--- src/hdl/swfr_pkg.sv ---
`default_nettype none

package swfr_pkg;

	localparam int BYTE_W = 8;
	localparam int WORD_W = 16;
	localparam int IDX_W  = 5;

	localparam logic [WORD_W-1:0] START_RESET = 16'hABCD;

	localparam logic STATUS_OK       = 1'b0;
	localparam logic STATUS_CSUM_ERR = 1'b1;

	typedef struct packed {
		logic              status;
		logic              last;
		logic [IDX_W-1:0]  idx;
		logic [WORD_W-1:0] value;
	} result_t;

endpackage

`default_nettype wire

--- src/hdl/sync_word_frame_receiver.sv ---
`default_nettype none

// Sync-word frame receiver. Bytes enter on s_* one per beat, one beat a cycle while a frame
// fills. When the low/high byte pair matches start_word a frame (re)starts; once FRAME_BYTES
// bytes are held, the frame is checked against the XOR of its first FRAME_BYTES/2-1 words,
// which is accumulated as the bytes arrive. The frame sits in two byte-wide banks (even and
// odd bytes), so after the last byte of a frame the input is held off through a check state
// and while the words are read out, one word per cycle unless m_tready stalls (for a checksum
// error, only until the error beat is queued). A bad frame gives a single beat with
// tuser set, zero data and tlast. The config channel is always ready.
module sync_word_frame_receiver #(
	parameter int FRAME_BYTES = 56
) (
	input  wire         clk,
	input  wire         arst_n,
	input  wire         cfg_valid,
	output logic        cfg_ready,
	input  wire  [15:0] cfg_data,   // start_word
	input  wire         s_tvalid,
	output logic        s_tready,
	input  wire  [7:0]  s_tdata,    // rx_byte
	output logic        m_tvalid,
	input  wire         m_tready,
	output logic [23:0] m_tdata,    // word_index[4:0], word_value[20:5], zero[23:21]
	output logic [0:0]  m_tuser,    // status
	output logic        m_tlast     // last
);

	localparam int BW          = swfr_pkg::BYTE_W;
	localparam int WW          = swfr_pkg::WORD_W;
	localparam int IW          = swfr_pkg::IDX_W;
	localparam int FRAME_WORDS = FRAME_BYTES / 2;
	localparam int BANK_DEPTH  = (FRAME_BYTES + 1) / 2;
	localparam int AW          = $clog2(BANK_DEPTH);
	localparam int CW          = $clog2(FRAME_BYTES + 1);
	localparam int RCW         = $clog2(FRAME_WORDS + 1);
	localparam int LAST_LO     = 2 * (FRAME_WORDS - 1);

	typedef enum logic [1:0] {ST_IDLE, ST_CHECK, ST_EMIT, ST_ERR} state_t;

	state_t               state_q;
	logic [WW-1:0]        start_word_q;
	logic [BW-1:0]        prev_q;
	logic [CW-1:0]        count_q;
	logic [BW-1:0]        acc_lo_q, acc_hi_q;
	logic [BW-1:0]        last_lo_q, last_hi_q;
	logic [RCW-1:0]       rd_cnt_q;

	logic [BW-1:0]        bank_even [BANK_DEPTH];
	logic [BW-1:0]        bank_odd  [BANK_DEPTH];
	logic [BW-1:0]        rd_lo_q, rd_hi_q;

	logic                 s1_valid_q;
	logic                 s1_err_s1;
	logic                 s1_last_s1;
	logic [IW-1:0]        s1_idx_s1;

	logic                 out_valid_q;
	swfr_pkg::result_t    out_q;

	logic                 accept, is_start, is_append, frame_done;
	logic                 load_out, s1_free, rd_en, rd_last;
	logic [AW-1:0]        rd_addr, wr_addr;
	logic [WW-1:0]        s1_value;

	assign cfg_ready  = 1'b1;
	assign s_tready   = (state_q == ST_IDLE);
	assign accept     = s_tvalid && s_tready;
	assign is_start   = accept && ({s_tdata, prev_q} == start_word_q);
	assign is_append  = accept && !is_start && (count_q >= CW'(2));
	assign frame_done = is_append && (count_q == CW'(FRAME_BYTES - 1));
	assign wr_addr    = count_q[AW:1];

	assign load_out = s1_valid_q && (!out_valid_q || m_tready);
	assign s1_free  = !s1_valid_q || load_out;
	assign rd_en    = (state_q == ST_EMIT) && s1_free;
	assign rd_addr  = rd_cnt_q[AW-1:0];
	assign rd_last  = (rd_cnt_q == RCW'(FRAME_WORDS - 1));
	assign s1_value = s1_err_s1 ? '0 : {rd_hi_q, rd_lo_q};

	always_ff @(posedge clk) begin
		if (is_start) begin
			bank_even[0] <= prev_q;
			bank_odd[0]  <= s_tdata;
		end else if (is_append) begin
			if (count_q[0]) begin
				bank_odd[wr_addr] <= s_tdata;
			end else begin
				bank_even[wr_addr] <= s_tdata;
			end
		end
		if (rd_en) begin
			rd_lo_q <= bank_even[rd_addr];
			rd_hi_q <= bank_odd[rd_addr];
		end
	end

	always_ff @(posedge clk or negedge arst_n) begin
		if (!arst_n) begin
			state_q      <= ST_IDLE;
			start_word_q <= swfr_pkg::START_RESET;
			prev_q       <= '0;
			count_q      <= '0;
			acc_lo_q     <= '0;
			acc_hi_q     <= '0;
			last_lo_q    <= '0;
			last_hi_q    <= '0;
			rd_cnt_q     <= '0;
			s1_valid_q   <= 1'b0;
			s1_err_s1    <= 1'b0;
			s1_last_s1   <= 1'b0;
			s1_idx_s1    <= '0;
			out_valid_q  <= 1'b0;
			out_q        <= '0;
		end else begin
			if (cfg_valid) begin
				start_word_q <= cfg_data;
			end
			if (accept) begin
				prev_q <= s_tdata;
			end
			if (is_start) begin
				count_q  <= CW'(2);
				acc_lo_q <= prev_q;
				acc_hi_q <= s_tdata;
			end else if (is_append) begin
				count_q <= frame_done ? '0 : count_q + CW'(1);
				if (count_q < CW'(LAST_LO)) begin
					if (count_q[0]) begin
						acc_hi_q <= acc_hi_q ^ s_tdata;
					end else begin
						acc_lo_q <= acc_lo_q ^ s_tdata;
					end
				end
				if (count_q == CW'(LAST_LO)) begin
					last_lo_q <= s_tdata;
				end
				if (count_q == CW'(LAST_LO + 1)) begin
					last_hi_q <= s_tdata;
				end
			end

			if (load_out) begin
				s1_valid_q <= 1'b0;
			end

			case (state_q)
				ST_IDLE: begin
					if (frame_done) begin
						state_q <= ST_CHECK;
					end
				end
				ST_CHECK: begin
					rd_cnt_q <= '0;
					if ({acc_hi_q, acc_lo_q} == {last_hi_q, last_lo_q}) begin
						state_q <= ST_EMIT;
					end else begin
						state_q <= ST_ERR;
					end
				end
				ST_EMIT: begin
					if (rd_en) begin
						s1_valid_q <= 1'b1;
						s1_err_s1  <= swfr_pkg::STATUS_OK;
						s1_idx_s1  <= IW'(rd_addr);
						s1_last_s1 <= rd_last;
						rd_cnt_q   <= rd_cnt_q + RCW'(1);
						if (rd_last) begin
							state_q <= ST_IDLE;
						end
					end
				end
				ST_ERR: begin
					if (s1_free) begin
						s1_valid_q <= 1'b1;
						s1_err_s1  <= swfr_pkg::STATUS_CSUM_ERR;
						s1_idx_s1  <= '0;
						s1_last_s1 <= 1'b1;
						state_q    <= ST_IDLE;
					end
				end
				default: begin
					state_q <= ST_IDLE;
				end
			endcase

			if (load_out) begin
				out_valid_q  <= 1'b1;
				out_q.status <= s1_err_s1;
				out_q.last   <= s1_last_s1;
				out_q.idx    <= s1_idx_s1;
				out_q.value  <= s1_value;
			end else if (m_tready) begin
				out_valid_q <= 1'b0;
			end
		end
	end

	assign m_tvalid = out_valid_q;
	assign m_tdata  = {3'b000, out_q.value, out_q.idx};
	assign m_tuser  = out_q.status;
	assign m_tlast  = out_q.last;

`ifndef SYNTH
	a_err_beat: assert property (@(posedge clk) disable iff (!arst_n)
		m_tvalid && (m_tuser[0] == swfr_pkg::STATUS_CSUM_ERR) |-> m_tlast && (m_tdata == '0))
		else $error("checksum error beat malformed");

	a_count_range: assert property (@(posedge clk) disable iff (!arst_n)
		count_q < CW'(FRAME_BYTES))
		else $error("fill count reached frame length");

	a_read_slot: assert property (@(posedge clk) disable iff (!arst_n)
		rd_en |-> (!s1_valid_q || load_out))
		else $error("memory read would overwrite pending word");

	a_done_check: assert property (@(posedge clk) disable iff (!arst_n)
		frame_done |=> (state_q == ST_CHECK) && (count_q == '0))
		else $error("completed frame not checked");
`endif

endmodule

`default_nettype wire

--- config.mk ---
export PLATFORM = sky130hd
export DESIGN_NAME = sync_word_frame_receiver
export DESIGN_NICKNAME = d
export VERILOG_FILES = /design/src/hdl/swfr_pkg.sv /design/src/hdl/sync_word_frame_receiver.sv
export SDC_FILE = /design/constraint.sdc
export NUM_CORES = 1
export LEC_CHECK = 0
export ABC_AREA = 0
export BUFFER_PORTS_ARGS = -buffer_cell sky130_fd_sc_hd__buf_2
export CAP_MARGIN = 20
export CELL_PAD_IN_SITES_DETAIL_PLACEMENT = 1
export CELL_PAD_IN_SITES_GLOBAL_PLACEMENT = 2
export CORE_MARGIN = 5
export CORE_UTILIZATION = 51
export CTS_CLUSTER_SIZE = 10
export DETAILED_ROUTE_END_ITERATION = 12
export PLACE_DENSITY = 0.89
export SYNTH_ARGS = -nofsm -noshare
export SYNTH_HDL_FRONTEND = slang
export SYNTH_SLANG_ARGS = --single-unit
export TNS_END_PERCENT = 30
--- constraint.sdc ---
create_clock -name clk -period 6.4 [get_ports clk]
set_input_delay 0.32 -clock clk [delete_from_list [all_inputs] [get_ports clk]]
set_output_delay 0.32 -clock clk [all_outputs]
set_load 0.02 [all_outputs]
# Word level (Yosys, flattened, before mapping)
# Memory sizes are Yosys's and may differ from the RTL's. A register that Yosys moved wholly into a read port is not among the register bits.
# Index checks and enable logic that the tools add are counted.
dict set report totals {
  regBits 101
  ramBits 448
  inputBits 29
  out_inout_bits 29
  elab_cells 118
  memories 2
}
# memory words word_bits read_ports rd_ports_with_merged_regs wr line
set memory_table {}
lappend memory_table {bank_even 28 8 1 1 1 sync_word_frame_receiver.sv:49} ;# logic [BW-1:0] bank_even [BANK_DEPTH];
lappend memory_table {bank_odd 28 8 1 1 1 sync_word_frame_receiver.sv:50} ;# logic [BW-1:0] bank_odd [BANK_DEPTH];
dict set report classes {
  add_sub_neg 2
  order_cmp 2
  n_eq_ne 13
  mux 50
  bitwise 3
  n_reduce_logical 28
}
# op count
set ops {}
lappend ops {{8-bit two-way mux} 10}
lappend ops {{16-bit == test} 2}
lappend ops {{5-bit two-way mux} 5}
lappend ops {{1-bit two-way mux} 21}
lappend ops {{5-bit case mux with 2 select lines} 2}
lappend ops {{6-bit two-way mux} 3}
lappend ops {{16-bit two-way mux} 1}
lappend ops {{8-bit OR reduction} 2}
lappend ops {{8-bit XOR} 2}
lappend ops {{3-bit AND reduction} 5}
lappend ops {{6-bit == test (second input constant)} 2}
lappend ops {{2-bit nonzero test} 6}
lappend ops {{2-bit two-way mux} 4}
lappend ops {{2-bit case mux with 4 select lines} 1}
lappend ops {{1-bit logical AND} 7}
lappend ops {{6-bit by 1-bit adder with 6-bit output (second input constant)} 1}
lappend ops {{6-bit by 2-bit >= comparator with 1-bit output (second input constant)} 1}
lappend ops {{6-bit less-than comparator (second input constant)} 1}
lappend ops {{2-bit inequality test (second input constant)} 3}
lappend ops {{1-bit case mux with 2 select lines} 3}
lappend ops {{5-bit by 1-bit adder with 5-bit output (second input constant)} 1}
lappend ops {{5-bit == test (second input constant)} 1}
lappend ops {{2-bit == test (second input constant)} 2}
lappend ops {{2-bit by 1-bit inequality test with 1-bit output (second input constant)} 2}
lappend ops {{7 further kinds} 10}

# Logic depth before layout (Yosys ltp)
# Gate-level depths: netlist of run 1.
dict set report logic_depth {
  word_depth 11
  mapped_depth 8
  ltp_nobuf 6
}

# Worst setup path before layout of run 1
# No wires, ideal clock.
dict set report synth_path {
  path_kind {register -> register}
  startpoint {reg start_word_q[7]}
  endpoint {mem bank_even[0][0] (netlist name), enable pin}
  setup_ps 384
  arrival_ps 2124
  required_time_ps 6016
  slack_ps 3892
  path_stages_with_launch 6
  path_buffers 1
  synth_period_minus_slack_ps 2508
  path_cell_list {dfstp_2 xor2_1 nor4_1 nand4_2 clkbuf_1 o21ai_0}
}
dict set report synth_between {
  elab_chain_len 10
  word_cells_on_any_way 13
  classes_between {1 x eq/ne; 7 x mux; 5 x reduce/logical}
}
# element line
set synth_lines {}
lappend synth_lines {{start, declared} sync_word_frame_receiver.sv:42} ;# logic [WW-1:0] start_word_q;
lappend synth_lines {{start signal, assigned} sync_word_frame_receiver.sv:101} ;# start_word_q <= swfr_pkg::START_RESET;
lappend synth_lines {{start signal, assigned} sync_word_frame_receiver.sv:117} ;# start_word_q <= cfg_data;
lappend synth_lines {{16-bit == test *} sync_word_frame_receiver.sv:69} ;# assign is_start = accept && ({s_tdata, prev_q} == start_word_q);
lappend synth_lines {{1-bit logical AND *} sync_word_frame_receiver.sv:69}
lappend synth_lines {{1-bit logical NOT} sync_word_frame_receiver.sv:70} ;# assign is_append = accept && !is_start && (count_q >= CW'(2));
lappend synth_lines {{1-bit logical AND (2 in a row)} sync_word_frame_receiver.sv:70}
lappend synth_lines {{1-bit two-way mux} sync_word_frame_receiver.sv:85} ;# end else if (is_append) begin
lappend synth_lines {{1-bit two-way mux} sync_word_frame_receiver.sv:82} ;# if (is_start) begin
lappend synth_lines {{1-bit two-way mux (not written as such)} sync_word_frame_receiver.sv:89} ;# bank_even[wr_addr] <= s_tdata;
lappend synth_lines {{8-bit OR reduction (no line)} -}
lappend synth_lines {{5-bit two-way mux (no line) or 1-bit two-way mux (tied branches)} -}
lappend synth_lines {{end, declared} sync_word_frame_receiver.sv:49}
# Every way passes the cells marked *; elsewhere a longest branch is shown, timed or not.

# Worst setup path in the final report of run 1
dict set report layout_path {
  startpoint {reg state_q[0]}
  endpoint {mem bank_even[23][4] (netlist name), enable pin}
}
dict set report layout_between {
  elab_chain_len 11
  word_cells_on_any_way 14
  classes_between {7 x mux; 7 x reduce/logical}
}
# element line
set layout_lines {}
lappend layout_lines {{start, declared} sync_word_frame_receiver.sv:41} ;# state_t state_q;
lappend layout_lines {{start signal, assigned} sync_word_frame_receiver.sv:100} ;# state_q <= ST_IDLE;
lappend layout_lines {{start signal, assigned} sync_word_frame_receiver.sv:150} ;# state_q <= ST_CHECK;
lappend layout_lines {{start signal, assigned} sync_word_frame_receiver.sv:156} ;# state_q <= ST_EMIT;
lappend layout_lines {{2-bit logical NOT *} sync_word_frame_receiver.sv:67} ;# assign s_tready = (state_q == ST_IDLE);
lappend layout_lines {{1-bit logical AND *} sync_word_frame_receiver.sv:68} ;# assign accept = s_tvalid && s_tready;
lappend layout_lines {{1-bit logical AND} sync_word_frame_receiver.sv:69}
lappend layout_lines {{1-bit logical NOT} sync_word_frame_receiver.sv:70}
lappend layout_lines {{1-bit logical AND (2 in a row)} sync_word_frame_receiver.sv:70}
lappend layout_lines {{1-bit two-way mux} sync_word_frame_receiver.sv:85}
lappend layout_lines {{1-bit two-way mux} sync_word_frame_receiver.sv:82}
lappend layout_lines {{1-bit two-way mux (not written as such)} sync_word_frame_receiver.sv:89}
lappend layout_lines {{8-bit OR reduction (no line)} -}
lappend layout_lines {{5-bit two-way mux (no line) or 1-bit two-way mux (tied branches)} -}
# Marked as above.

==> flow_summary.toml, run 1 <==
[run_status]
status = "completed"

[grt]
grt_start_max_net_pins = 70
grt_use_total = 0.225
grt_pass1_wl_um = 84600
grt_overflow = 0
grt_pass1_vias = 13400
antenna_found_initial = 1

[routing]
drc = 0
routed.top_layer = "met4"
routed_wl_um = 55000
wl_met2_um = 27600
first_iter_violations = 1063
antenna_left = 0
drt-wirelength-per-cell_um = 27.1
via_per_inst = 6.03
dr.pass1.iters = 5
dr_wl_met3_um = 3780
vias = 12200
drt-met1-wl_um = 22100

[timing]
rsz0062_at_grt = "false"
fin_ws_ns = 2.77
post-route-period-util = 0.567
slew_viol_final = 0
finalHoldViolCount = 0
worst_slew_pin_slew_ns = 1.10
max_slew_margin = 0.267
finalSetupTns_ns = 0
fmax_mhz = 276
fin_worst_skew_ns = 0.0193
holdWs_ns = 0.0536
setup_viol = 0
fin_crit_ns = 3.63

[cts]
clkLatencyLatePin_ns = 0.58
cts_resized = 0
cts-htree-levels = 3
cts_hold_buf = 17
post_cts_buffers = 0
path_clk_slew_ns = 0.06
numCtsBuffers = 67
cts-root-buf = "clkbuf_16"
cts_tree = "built"
cts_sinks = 565
clk_path_buf_depth = 3

[flow_run]
drv_cap = 0

[floorplanning]
die_height_um = 222
core-area_sq_um = 44300
start_util = 0.517
num_rows = 77
die_w_um = 222
io_pins = 58
dieArea_sq_um = 49300

[worst_setup_path]
crit_path_start_kind = "flop"
crit_family = "simple AND/OR/NAND/NOR gates"
rrSetupSlack_ns = 2.77
critPathSlowestCell = "nor2_1"
critPathKind = "flop to flop"
path_cells = "nor2_4 > nand2_2 > nor3_1 > nand4_1 > nor2_1"
worstPathMaxFanout = 25
cp-end-kind = "flop"
slowest_delay_ns = 0.81
crit_buf_inv = 0
worstPathRequired_ns = 6.60
crit_arrival_ns = 3.82

[power_and_ir_drop]
finalPower_uw = 10900
vdd_drop_max_mv = 0.222
power.leakage_uw = 0.00922
power.density_nw_per_um2 = 422

[logic_synthesis]
synth_edf_count = 464
yosysSeqAreaShare = 0.718
synth_top_area_cell = "edfxtp_1"
syn_area_sq_um = 22900
synth.area.top_cells = "edfxtp_1 61%, mux4_2 11%, dfrtp_1 9.9%"
synthFlopType = "edfxtp_1"
synth_top_cell_area_share = 0.608
yosysUniqueCellTypes = 57
synth_seq_cells = 565
yosysWarnings = 0
syn_area_per_cell_sq_um = 17.6
postSynth.asyncResetShare = 0.179
synthCells = 1305

[min_path]
hold_class = "input pin to flop"

[placed_design]
pre_cts_ws_ns = 2.81
gp_congestion = 0.799
place.detailed.hpwl_um = 35200
place_inst = 1890
io_buffers = 53

[finish]
final_nets = 1418
layout-drive-gt1-share = 0.254
area_delta_synth_final_pct = 13.0
fillers = 3962
instances_no_fill = 2027
==> metal layers <==
| metal | up-vias | global-route usage |
|---|---|---|
| li1 | 5259 | - |
| met3 | 104 | 0.0542 |
| met1 | 6437 | 0.296 |
| met4 | 0 | 0.0724 |
| met5 | - | 0 |
| met2 | 421 | 0.375 |
==> cells by family (layout without fill, tap and decap cells) <==
logic type / Yosys count / count (layout) / synth area share
buf+inv: 88 / 214 / 0.0182
fa+ha+maj: 3 / 3 / 0.00164
xor+xnor: 32 / 32 / 0.0122
compound gates: 128 / 128 / 0.0371
simple gates: 294 / 294 / 0.0633
other cells: 2 / 6 / 0.000327
mux: 193 / 193 / 0.149
flops: 565 / 565 / 0.718
==> final timing paths <==
kind	from	to	cells past startpoint
setup / recovery	state_q[0]	bank_even[23][4]	5
hold / removal	m_tready	m_tvalid	3
setup reg to reg	state_q[0]	bank_even[23][4]	5
hold reg to reg	m_tdata[6]	m_tdata[6]	2
max in group asynchronous	arst_n	rd_addr[1]	3
min in group asynchronous	arst_n	m_tdata[19]	2
==> cell type report <==
class	count	area, sq um	area share
inverter	5	18.8	0.000724
tap	592	741	0.0286
clock buffer	113	1940	0.0750
antenna	2	5.00	0.000193
sequential	565	16500	0.636
multi-input combinational	654	6050	0.233
clock inverter	3	43.8	0.00169
timing repair buffer	93	628	0.0242
==> metrics by stage <==
step / utilization / instance area (sq um)
after floorplan: - / 22900
after global placement: 0.535 / 23700
after detailed placement: 0.535 / 23700
after global routing: 0.585 / 25900
final: 0.585 / 25900
after CTS: 0.584 / 25900
==> layout by cell type (no fill, tap or decap), types with 5 or more instances in the layout <==
cell type / synthesis / final
a211o_1: 8 / 8
a21boi_0: 8 / 8
a21oi_1: 5 / 5
a31oi_1: 14 / 14
and3_1: 8 / 8
buf_2: 27 / 53
buf_4: 6 / 21
clkbuf_1: 40 / 41
clkbuf_16: 0 / 71
dfrtp_1: 91 / 89
dfstp_2: 10 / 10
dlygate4sd3_1: 0 / 17
edfxtp_1: 464 / 464
mux2_2: 44 / 44
mux2_4: 5 / 5
mux2i_1: 32 / 32
mux4_2: 112 / 112
nand2_1: 101 / 101
nand2b_1: 22 / 22
nand3_1: 10 / 10
nand4_1: 22 / 22
nor2_1: 75 / 75
nor2b_1: 5 / 5
nor4_1: 7 / 7
o21ai_0: 48 / 48
o221a_2: 8 / 8
o22ai_1: 15 / 15
o31ai_1: 5 / 5
or2_2: 16 / 16
xor2_1: 32 / 32
==> flip-flops by register name, summed over array words and instances (netlist names) <==
register / cells
state_q: 2
s1_last_s1: 1
acc_lo_q: 8
start_word_q: 16
m_tdata: 21
bank_odd: 224
s1_err_s1: 1
prev_q: 8
s1_valid_q: 1
s1_idx_s1: 5
m_tuser: 1
last_hi_q: 8
rd_addr: 5
last_lo_q: 8
acc_hi_q: 8
m_tlast: 1
m_tvalid: 1
rd_hi_q: 8
rd_lo_q: 8
bank_even: 224
count_q: 6
==> worst register-to-register path, delay by kind of cell (launching register included) <==
kind	cells	cell delay, ns
DFF	1	0.58
and+or+nand+nor	5	2.67
==> report_power, final <==
part | switching (uW) | total, uW | internal, uW
clock network | 1400 | 3500 | 2100
registers | 301 | 4720 | 4420
logic | 1580 | 2720 | 1140
total | 3290 | 10900 | 7660
==> Yosys cell counts, types with 27 or more instances <==
library cell / number
buf_2: 27
clkbuf_1: 40
dfrtp_1: 91
edfxtp_1: 464
mux2_2: 44
mux2i_1: 32
mux4_2: 112
nand2_1: 101
nor2_1: 75
o21ai_0: 48
xor2_1: 32
Power figures use the tool's default switching activity.
==> inputs of run 2 (changes only) <==
Settings changed: CORE_UTILIZATION 51 to 43, PLACE_DENSITY 0.89 to 0.8.
Clock period 6.4 ns to 3.04 ns, I/O delays scaled along.
==> run 2 against run 1 <==
- register-to-register slack got worse by 2.5 ns
- global-route usage is 1.6 points lower
- combinational power rose by 130%
- cell area up 3.1%
- core utilization down 7.7 points
- routed wire length up 8.4%
- fmax rose by 32%
- clock skew rose by 0.0022 ns
- die area is 18% higher
- largest cell class unchanged
==> flow_summary.toml, run 2 (same netlist as run 1, synthesis figures left out) <==
[run_status]
status = "completed"

[power_and_ir_drop]
p_seq_frac = 0.420
combPwrFrac = 0.267
p_switching_uw = 6930
power.density_nw_per_um2 = 868
switching_share = 0.299
vdd_drop_max_mv = 0.417
power.leakage_uw = 0.00968
p_int_uw = 16300
clkPwrFrac = 0.313

[timing]
worst_slew_pin_slew_ns = 0.876
fin_crit_ns = 2.75
holdWs_ns = 0.111
max_slew_margin = 0.414
finalSetupTns_ns = 0
finalHoldViolCount = 0
fmax_mhz = 364
setup_viol = 0
post-route-period-util = 0.904
fin_worst_skew_ns = 0.0215
rsz0062_at_grt = "false"
slew_viol_final = 0

[cts]
cts_tree = "built"
clk_path_buf_depth = 3
path_clk_slew_ns = 0.06
cts_sinks = 565
cts-root-buf = "clkbuf_16"
numCtsBuffers = 67
clkLatencyLatePin_ns = 0.59
cts-htree-levels = 3
post_cts_buffers = 0
cts_resized = 0

[routing]
via_per_inst = 5.77
routed_wl_um = 59600
vias = 12700
antenna_left = 0
first_iter_violations = 1178
dr.pass1.iters = 5
drc = 0
drt-wirelength-per-cell_um = 27.0

[floorplanning]
dieArea_sq_um = 58000
num_rows = 84
die_height_um = 241
core-area_sq_um = 52700
io_pins = 58
die_w_um = 241
start_util = 0.436

[worst_setup_path]
crit_path_start_kind = "flop"
crit_buf_inv = 2
cp-end-kind = "flop"
crit_family = "simple AND/OR/NAND/NOR gates"
critPathSlowestCell = "mux2_2"
path_cells = "inv_1 > ha_1 > nor4_4 > nor3_1 > buf_4 > nand2_2 > mux2_2"
setup.worst_path.start = "count_q[0]"
slowest_delay_ns = 0.57
crit_arrival_ns = 3.01
worstPathRequired_ns = 3.30
worstPathMaxFanout = 28
critPathKind = "flop to flop"
regToRegStartpoint = "count_q[0]"

[min_path]
hold_class = "input pin to flop"
min-delay-start = "cfg_valid"

[grt]
grt_pass1_wl_um = 89600
grt_pass1_vias = 13600
grt_use_total = 0.209
antenna_found_initial = 0
grt_start_max_net_pins = 57
grt_overflow = 0

[finish]
layout-drive-gt1-share = 0.297
layout_commonest_cell = "edfxtp_1"
finalInstanceArea_sq_um = 26700
final_nets = 1506
instances_no_fill = 2205
layout_common_cells = "464 x edfxtp_1, 112 x mux4_2, 103 x buf_4"
area_delta_synth_final_pct = 16.5

[placed_design]
place_inst = 2074
io_buffers = 53
post_dp_cell_area_sq_um = 24600
gp_congestion = 0.798
place.detailed.hpwl_um = 38200

[flow_run]
drv_cap = 0
[run 2: cell type report]
cell class | count | area (sq um)
well taps | 688 | 861
clock buffers | 107 | 1910
flip-flops and latches | 565 | 16500
inverters | 5 | 18.8
repair buffers | 181 | 1370
multi-input cells | 654 | 6050
clock inverters | 4 | 26.3
diodes | 1 | 2.50
fillers | 4893 | 25900
[run 2: timing repair]
item | 4_1_cts | 5_1_grt
setup endpoints to repair | 0 | 0
hold buffers | 18 | 0
endpoints found under the hold margin | 69 | 0
[run 2: per-stage QoR]
step,total power (uW),worst slack (ns),utilization
after floorplan,13800,0.532,-
after global placement,15900,0.407,0.467
after detailed placement,16100,0.334,0.467
after CTS,23400,0.309,0.507
after global routing,24300,0.121,0.507
final,23200,0.292,0.507
[run 2: path summary, 6_finish.rpt]
path,end,slack [ns],cells after the start
worst min-delay path,start_word_q[3],0.11,2
worst max register to register,bank_even[3][7],0.29,7
max in group asynchronous,start_word_q[15],1.88,3
worst min register to register,m_tdata[10],0.47,2
min in group asynchronous,m_tdata[16],0.16,2
worst max-delay path,bank_even[3][7],0.29,7
[run 2: power groups by stage]
stage	Sequential, uW	Clock [uW]	Combinational, uW
after floorplan	9830	0	4010
after detailed placement	9900	0	6220
final	9740	7270	6180
after CTS	9750	7390	6270
after global routing	9800	7800	6650
after global placement	9870	0	6040
[run 2: metal layers]
layer | vias to the layer above | share of wire | wire, um | global-route usage
li1 | 5460 | - | - | -
met1 | 6684 | 0.40 | 24000 | 0.281
met2 | 469 | 0.50 | 29900 | 0.350
met3 | 101 | 0.069 | 4090 | 0.0403
met4 | 0 | 0.027 | 1620 | 0.0651
met5 | - | 0 | 0 | 0
==> inputs of run 3 (changes only) <==
Settings changed: CORE_UTILIZATION 43 to 34, PLACE_DENSITY 0.8 to 0.67.
==> run 3 against run 2 <==
- sequential share of layout area down 0.33 points
- global-route usage fell by 5.1 points
- routed wire length decreased by 3.8%
- highest routed layer unchanged
==> flow_summary.toml, run 3 (same netlist as run 1, synthesis figures left out) <==
[finish]
layout_common_cells = "464 x edfxtp_1, 112 x mux4_2, 101 x nand2_1"
layout-drive-gt1-share = 0.294
final_nets = 1494
finalInstanceArea_sq_um = 26900
instances_no_fill = 2374
area_delta_synth_final_pct = 17.1
antennaDiodeCount = 0
final_util = 0.401
layout_commonest_cell = "edfxtp_1"

[floorplanning]
num_rows = 95
die_height_um = 270
dieArea_sq_um = 72700
start_util = 0.342
io_pins = 58
die_w_um = 270
core-area_sq_um = 67000

[timing]
finalSetupTns_ns = 0
slew_viol_final = 0
max_slew_margin = 0.335
setup_viol = 0
worst_slew_pin_slew_ns = 0.994
fmax_mhz = 366
fin_crit_ns = 2.73
finalHoldViolCount = 0
rsz0062_at_grt = "false"
post-route-period-util = 0.898
fin_worst_skew_ns = 0.0287

[run_status]
status = "completed"

[placed_design]
place.detailed.hpwl_um = 37300
gp_congestion = 0.744
post_dp_cell_area_sq_um = 24700
io_buffers = 53
place_inst = 2246

[routing]
antenna_left = 0
routed_wl_um = 57300
drt-wirelength-per-cell_um = 24.1
dr.pass1.iters = 4
drc = 0
first_iter_violations = 834
via_per_inst = 5.14
vias = 12200

[worst_setup_path]
critPathKind = "flop to flop"
crit_arrival_ns = 2.94
critPathSlowestCell = "nor2_1"
crit_family = "simple AND/OR/NAND/NOR gates"
worstPathRequired_ns = 3.25
path_cells = "inv_1 > ha_1 > nor4_4 > nor3_1 > buf_4 > nand4_1 > nor2_1"
crit_buf_inv = 2
crit_path_start_kind = "flop"
cp-end-kind = "flop"
slowest_delay_ns = 0.65
worstPathMaxFanout = 8

[cts]
cts-htree-levels = 3
clkLatencyLatePin_ns = 0.60
cts_tree = "built"
cts-root-buf = "clkbuf_16"
numCtsBuffers = 68
cts_sinks = 565
clk_path_buf_depth = 3
path_clk_slew_ns = 0.05

[grt]
grt_use_total = 0.158
grt_pass1_vias = 13200
grt_start_max_net_pins = 56
grt_pass1_wl_um = 87500
antenna_found_initial = 1
grt_overflow = 0

[power_and_ir_drop]
vdd_drop_max_mv = 0.477
power.density_nw_per_um2 = 866
power.leakage_uw = 0.00962
finalPower_uw = 23300

[min_path]
hold_class = "input pin to flop"

[flow_run]
drv_cap = 0
## run 3: cell types whose count changed in the layout (fill, tap and decap cells not counted)
cell      delta
clkinv_2     +2
clkbuf_8     +2
nor2_1       -1
nor2_2       +1
buf_4       -13
clkbuf_1     -6
clkinv_1     +1
clkinv_4     -1
diode_2      -1
## run 3: final timing paths
path	end	cells after the start	from	slack [ns]
max in group asynchronous	start_word_q[7]	3	arst_n	1.92
max	bank_even[15][5]	7	count_q[0]	0.31
min	start_word_q[5]	2	cfg_valid	0.08
min in group asynchronous	m_tdata[19]	2	arst_n	0.16
max reg2reg	bank_even[15][5]	7	count_q[0]	0.31
min reg2reg	s1_idx_s1[0]	2	s1_idx_s1[0]	0.46
## run 3: area by class of cell
type                    count  area, sq um
inverters                   5         18.8
clock inverters             6         31.3
flip-flops and latches    565        16500
fillers                  6617        40200
repair buffers            168         1270
clock buffers             103         1920
well taps                 873         1090
multi-input cells         654         6050
## run 3: per-layer routing
layer | wire length [um] | vias up | global-route usage
met1 | 25600 | 6463 | 0.220
met4 | 933 | 0 | 0.0420
li1 | - | 5424 | -
met5 | 0 | - | 0
met2 | 28500 | 236 | 0.262
met3 | 2220 | 68 | 0.0260
## run 3: where the power goes
group | leakage, uW | internal, uW | switching [uW]
combinational | 0.00317 | 2630 | 3630
sequential | 0.00550 | 9320 | 402
clock | 0.000944 | 4310 | 2970
total | 0.00962 | 16200 | 7000
## run 3: through the flow
step                setup WS, ns  hold WS [ns]
detailed placement         0.184         0.281
global placement           0.261         0.273
global route              0.0919        0.0771
CTS                        0.170        0.0507
finish                     0.311        0.0848
floorplan                  0.532        -0.144
## run 3: worst reg2reg max path: stages, from the launching register on
cell and delay, ns:
dfrtp_1 0.45, inv_1 0.19, ha_1 0.26, nor4_4 0.07
nor3_1 0.25, buf_4 0.20, nand4_1 0.27, nor2_1 0.66
## run 3: what timing repair did
item                                    4_1_cts  5_1_grt
gates resized for setup                       0        1
setup buffers                                 0        0
hold buffers                                 18        0
endpoints found under the setup margin        0        8
endpoints found under the hold margin        70        0
